### src/rtl/mdist_pkg.sv
// Shared types and constants for the 2-D Minkowski distance block.
// No dependencies; every other file of the block imports this package.
package mdist_pkg;

  // Width of the distance result, unsigned Q17.0.
  localparam int unsigned DIST_W = 17;

  // Width of the order field.
  localparam int unsigned ORDER_W = 3;

  // Order after clamping to the supported range 1..4.
  typedef enum logic [1:0] {
    ORD_P1 = 2'd0,
    ORD_P2 = 2'd1,
    ORD_P3 = 2'd2,
    ORD_P4 = 2'd3
  } order_e;

  // Control that travels alongside each item down the pipeline.
  typedef struct packed {
    logic   valid;
    order_e order;
  } ctl_t;

endpackage

### src/rtl/mdist_cell.sv
// One root cell: decides a single bit of the root and updates the root's powers.
// Depends on mdist_pkg.
module mdist_cell #(
  parameter int unsigned ROOT_W = 17,
  parameter int unsigned SUM_W  = 68,
  parameter int unsigned BIT    = 16
) (
  input  logic                clk_i,
  input  logic                rst_ni,
  input  mdist_pkg::ctl_t     ctl_i,
  input  logic [SUM_W-1:0]    sum_i,
  input  logic [ROOT_W-1:0]   root_i,
  input  logic [SUM_W-1:0]    sq_i,
  input  logic [SUM_W-1:0]    cube_i,
  input  logic [SUM_W-1:0]    quad_i,
  output mdist_pkg::ctl_t     ctl_o,
  output logic [SUM_W-1:0]    sum_o,
  output logic [ROOT_W-1:0]   root_o,
  output logic [SUM_W-1:0]    sq_o,
  output logic [SUM_W-1:0]    cube_o,
  output logic [SUM_W-1:0]    quad_o
);
  import mdist_pkg::*;

  localparam logic [SUM_W-1:0]  ONE      = SUM_W'(1);
  localparam logic [ROOT_W-1:0] LOW_MASK = ROOT_W'((2 ** (BIT + 1)) - 1);

  logic [SUM_W-1:0] r1, c1, c2, c3, c4, csel;
  logic             take;

  ctl_t              ctl_q;
  logic [SUM_W-1:0]  sum_q, sq_q, cube_q, quad_q;
  logic [ROOT_W-1:0] root_q;

  // Binomial expansion of (r + 2^BIT)^k: only shifts and small constant factors.
  always_comb begin
    r1 = SUM_W'(root_i);
    c1 = r1 + (ONE << BIT);
    c2 = sq_i + (r1 << (BIT + 1)) + (ONE << (2 * BIT));
    c3 = cube_i + SUM_W'(3) * (sq_i << BIT) + SUM_W'(3) * (r1 << (2 * BIT))
       + (ONE << (3 * BIT));
    c4 = quad_i + SUM_W'(4) * (cube_i << BIT) + SUM_W'(6) * (sq_i << (2 * BIT))
       + SUM_W'(4) * (r1 << (3 * BIT)) + (ONE << (4 * BIT));
  end

  // Keep the bit when the candidate's power does not exceed the sum.
  always_comb begin
    case (ctl_i.order)
      ORD_P1:  csel = c1;
      ORD_P2:  csel = c2;
      ORD_P3:  csel = c3;
      default: csel = c4;
    endcase
    take = (csel <= sum_i);
  end

  always_ff @(posedge clk_i or negedge rst_ni) begin
    if (!rst_ni) begin
      ctl_q <= '0;
    end else begin
      ctl_q <= ctl_i;
    end
  end

  always_ff @(posedge clk_i) begin
    sum_q <= sum_i;
    if (take) begin
      root_q <= root_i | (ROOT_W'(1) << BIT);
      sq_q   <= c2;
      cube_q <= c3;
      quad_q <= c4;
    end else begin
      root_q <= root_i;
      sq_q   <= sq_i;
      cube_q <= cube_i;
      quad_q <= quad_i;
    end
  end

  assign ctl_o  = ctl_q;
  assign sum_o  = sum_q;
  assign root_o = root_q;
  assign sq_o   = sq_q;
  assign cube_o = cube_q;
  assign quad_o = quad_q;

`ifndef ASSERT_OFF
  // Bits at and below this cell's position are still clear on entry.
  a_low_clear: assert property (@(posedge clk_i) disable iff (!rst_ni)
    ctl_i.valid |-> ((root_i & LOW_MASK) == '0))
    else $error("root bits below the cell position are already set");

  // For orders one and two, the root held here never has a power above the sum.
  a_under_sum: assert property (@(posedge clk_i) disable iff (!rst_ni)
    (ctl_q.valid && ctl_q.order == ORD_P1) |-> (SUM_W'(root_q) <= sum_q))
    else $error("first-order root exceeds the sum");

  a_sq_under: assert property (@(posedge clk_i) disable iff (!rst_ni)
    (ctl_q.valid && ctl_q.order == ORD_P2) |-> (sq_q <= sum_q))
    else $error("second-order root power exceeds the sum");

  // A taken bit always appears in the registered root.
  a_take: assert property (@(posedge clk_i) disable iff (!rst_ni)
    (ctl_i.valid && take) |=> root_q[BIT])
    else $error("accepted root bit was lost");
`endif

endmodule
### config.mk
export PLATFORM = sky130hd
export DESIGN_NAME = mdist_cell
export DESIGN_NICKNAME = d
export VERILOG_FILES = /design/src/rtl/mdist_pkg.sv /design/src/rtl/mdist_cell.sv
export SDC_FILE = /design/constraint.sdc
export NUM_CORES = 1
export LEC_CHECK = 0
export ABC_AREA = 1
export BUFFER_PORTS_ARGS = -buffer_cell sky130_fd_sc_hd__buf_2
export CORE_ASPECT_RATIO = 0.5
export CORE_MARGIN = 2
export CORE_UTILIZATION = 50
export DETAILED_ROUTE_END_ITERATION = 8
export GPL_ROUTABILITY_DRIVEN = 0
export GPL_TIMING_DRIVEN = 1
export PLACE_DENSITY = 0.82
export SYNTH_ARGS = -nofsm -noshare
export SYNTH_HDL_FRONTEND = slang
export SYNTH_SLANG_ARGS = --single-unit
### constraint.sdc
create_clock -name clk_i -period 0.8 [get_ports clk_i]
set_input_delay 0.08 -clock clk_i [delete_from_list [all_inputs] [get_ports clk_i]]
set_output_delay 0.08 -clock clk_i [all_outputs]
set_load 0.01 [all_outputs]
==> results_dict.tcl, run 1 <==
set metrics [dict create \
    status "did not finish" \
    stop_stage "global routing (5_1_grt)" \
    stop_error "[ERROR GRT-0116] Global routing finished with congestion. Check the congestion regions in the DRC Viewer." \
    ys_warn_count 0 \
    synth_common_cells "1156 x nand2_1, 664 x inv_1, 441 x ha_1" \
    clock_path_buffers 3 \
    yosys.area.top_type_share_pct 20.3 \
    synth.net_count 5042 \
    synth_top_cell_by_area "dfxtp_1" \
    yosysMostFrequentCell "nand2_1" \
    ys_seq_area_share_pct 20.6 \
    root_buffer "clkbuf_16" \
    die_h_um 173 \
    syn_inst 4232 \
    grt_pass1_vias 62105 \
    syn_area_per_cell_um2 6.73 \
    synth_edf_count 0 \
    clkSinkCount 292 \
    synth-main-ff-cell "dfxtp_1" \
    ys_ff_latch 292 \
    netlist_area_um2 28500 \
    grt_use_total_pct 100 \
    grt_pass1_wl_um 443000 \
    ys_types 56 \
    dieWidth_um 342 \
    numPortBuffers 585 \
    cts_buffers 26 \
    start_util_pct 50.9 \
    postPlaceCellArea_um2 42300 \
    synthArstFlopShare_pct 1.03 \
    dp_hpwl_um 136000 \
    cts_max_level 1 \
    dp_cells 6772 \
    row_count 61 \
    io-pin-count 586 \
    grt_max_degree 39 \
    grt-ovfl-total 3670 \
    yosys-top-cells-area "dfxtp_1 20%, ha_1 19%, nand2_1 15%" \
]
[what timing repair did]
item,CTS
endpoints found under the hold margin,282
endpoints found under the setup margin,446
pin swaps,125
gates resized for setup,537
gates cloned,3
hold buffers,281
buffers inserted,42
[cell families after synthesis]
logic type	synth area share [%]
AND/OR/NAND/NOR	27.4
buffers and inverters	10.2
AO/OA/AOI/OAI	12.3
adder cells (fa/ha/maj)	24.6
flip-flops	20.6
XOR/XNOR	4.95
[routing by layer]
metal | GRT usage (%) | GRT overflow
met5 | 89.0 | 53
met4 | 102 | 772
met1 | 93.0 | 338
met3 | 93.3 | 342
met2 | 114 | 2165
[through the flow]
step	TNS (ns)	worst slack (ns)
3_3_place_gp	-939.46	-6.16
2_1_floorplan	-681.06	-4.45
3_5_place_dp	-974.84	-6.42
4_1_cts	-855.13	-4.99
==> inputs of run 2 (changes only) <==
- CORE_ASPECT_RATIO: 0.5 -> not set
- CORE_UTILIZATION: 50 -> 35
- PLACE_DENSITY: 0.82 -> not set
- PLACE_DENSITY_LB_ADDON: not set -> 0.15
==> results_dict.tcl, run 2 <==
set metrics [dict create \
    slowest_stage "fa_1" \
    cp-end-kind "flip-flop" \
    antenna_left 0 \
    finalWirelength_um 171000 \
    tns_ns -908.31 \
    yosys-top-cells-area "dfxtp_1 20%, ha_1 19%, nand2_1 15%" \
    ys_seq_area_share_pct 20.6 \
    synth_edf_count 0 \
    hold_viol 1 \
    ys_ff_latch 292 \
    setup_violations 446 \
    p_sw_share_pct 48.0 \
    grt_max_degree 45 \
    violations "hold timing, setup timing" \
    clkSinkCount 292 \
    layout-drive-gt1-share_pct 44.2 \
    drc 0 \
    fill_cells 6983 \
    yosysMostFrequentCell "nand2_1" \
    row_count 104 \
    io-pin-count 586 \
    synth_common_cells "1156 x nand2_1, 664 x inv_1, 441 x ha_1" \
    drv_slew 0 \
    cts_buffers 36 \
    clkPwrFrac_pct 9.1 \
    die_area_um2 83700 \
    clock_path_buffers 3 \
    worstMarginPinSlew_ns 1.15 \
    startpoint "sq_i[3]" \
    p_leak_nw 27.4 \
    peakVddDrop_mv 2.21 \
    dp_cells 7082 \
    cts_max_level 2 \
    wl_per_cell_um 22.6 \
    fin_nets 7259 \
    drt-pass1-iter-count 6 \
    core-area_um2 80500 \
    p_int_mw 96.6 \
    cts.clk_slew.worst_paths_ns 0.06 \
    start_util_pct 35.4 \
    max_freq_mhz 162 \
    root_buffer "clkbuf_16" \
    final-instance-count-excl-fill 7550 \
    numPortBuffers 585 \
    period_share_pct 773 \
    grt_use_total_pct 38.3 \
    max_stage_delay_ns 0.49 \
    syn_to_final_growth_pct 84.1 \
    critPathArrivalTime_ns 6.64 \
    p_comb_share_pct 79.1 \
    p_per_area_nw_per_um2 3540 \
    holdWs_ns -0.0150 \
    netSwitchingPower_mw 89.1 \
    syn_area_per_cell_um2 6.73 \
    min-delay-start "sq_i[52]" \
    dieWidth_um 289 \
    yosys.area.top_type_share_pct 20.3 \
    mostFrequentLayoutCells "1305 x buf_4, 962 x nand2_1, 616 x inv_1, 558 x buf_2, 308 x ha_1" \
    status "finished, violations left" \
    relSlewSlack_pct 23.3 \
    die_h_um 289 \
    grt-ovfl-total 0 \
    period_minus_slack_ns 6.19 \
    utilization_pct 65.1 \
    synth_top_cell_by_area "dfxtp_1" \
    post-place-ws_ns -6.57 \
    final_common_cell "buf_4" \
    synth-main-ff-cell "dfxtp_1" \
    seqPwrFrac_pct 11.9 \
    cap_violations 0 \
    worst_slack_ns -5.39 \
    worstSetupPathType "input pin to flip-flop" \
    netlist_area_um2 28500 \
    cp-start-kind "input pin" \
    hp-class "input pin to flip-flop" \
    grt_pass1_vias 38022 \
    gr-max-usage-layer "met2" \
    viasPerCell 5.17 \
    drtIter0Drc 3479 \
    vias 39065 \
    synthArstFlopShare_pct 1.03 \
    cp_data_required_time_ns 1.26 \
    syn_inst 4232 \
    synth.net_count 5042 \
    rsz0062_at_grt "true" \
    ys_types 56 \
    antenna_found_initial 23 \
    crit_fanout 6 \
    ys_warn_count 0 \
    tritoncts "done" \
    dp_hpwl_um 138000 \
    use_met3_pct 7.14 \
    grtUsageMet1_pct 47.5 \
    met2_usage_pct 61.1 \
    grt_pass1_wl_um 235000 \
]
==> run 2: final timing paths <==
check	end	slack [ns]	depth (start not counted)
setup / recovery	quad_o[58]$_DFF_P_	-5.39	46
hold / removal	sq_o[52]$_DFF_P_	-0.02	4
max in group asynchronous	ctl_o[0]$_DFF_PN0_	0.20	3
min in group asynchronous	ctl_o[2]$_DFF_PN0_	0.42	3
==> run 2: worst max-delay path, delay by kind of cell <==
kind / cells / cell delay, ns
compound gates: 3 / 0.61
xor+xnor: 2 / 0.49
simple gates: 19 / 2.03
buf+inv: 16 / 1.75
fa+ha+maj: 6 / 1.66
==> run 2: cells by family after synthesis <==
group                      Yosys count  synth area share (%)
buffers and inverters              723                  10.2
and+or+nand+nor                   1906                  27.4
AOI/OAI and AO/OA                  634                  12.3
DFF                                292                  20.6
adders and majority gates          516                  24.6
xor gates and xnor gates           161                  4.95
==> run 2: what timing repair did <==
item,in CTS,in global routing
pin swaps,179,199
endpoints found under the hold margin,278,0
setup endpoints to repair,446,446
resized for setup,566,447
cloned,5,17
setup buffers,56,35
hold buffers,277,0
==> run 2: routing by layer <==
metal / vias to the layer above / share of wire (%)
met3: 515 / 8.9
met1: 18416 / 39
met4: 10 / 7.7
met5: - / 0.039
li1: 18114 / -
met2: 2010 / 44
==> run 2: layout make-up <==
class	instances	area [um2]	area share [%]
multi-input cells	3217	24500	46.6
repair buffers	2235	17000	32.4
flip-flops and latches	292	5890	11.2
inverters	666	2530	4.83
well taps	1060	1330	2.53
clock buffers	47	992	1.89
clock inverters	14	176	0.336
diodes	18	45.0	0.0859
repair inverters	1	16.3	0.0310
==> run 2: stage by stage <==
stage | area [um2] | total power [mW] | hold WS [ns]
floorplan | 29200 | 72.3 | -0.216
global placement | 42700 | 131 | -0.120
detailed placement | 42700 | 131 | -0.120
CTS | 49800 | 167 | 0.000580
global route | 52500 | 194 | 0.0122
finish | 52500 | 186 | -0.0150
==> run 2: power groups by stage <==
stage                     clock (mW)  sequential [mW]  combinational [mW]
after floorplan                    0             23.2                49.1
after global placement             0             22.1                 109
after detailed placement           0             22.0                 109
after CTS                       17.0             21.9                 128
after global routing            17.6             22.1                 154
final                           16.9             22.0                 147
No activity file was read; power rests on OpenSTA's default activity.
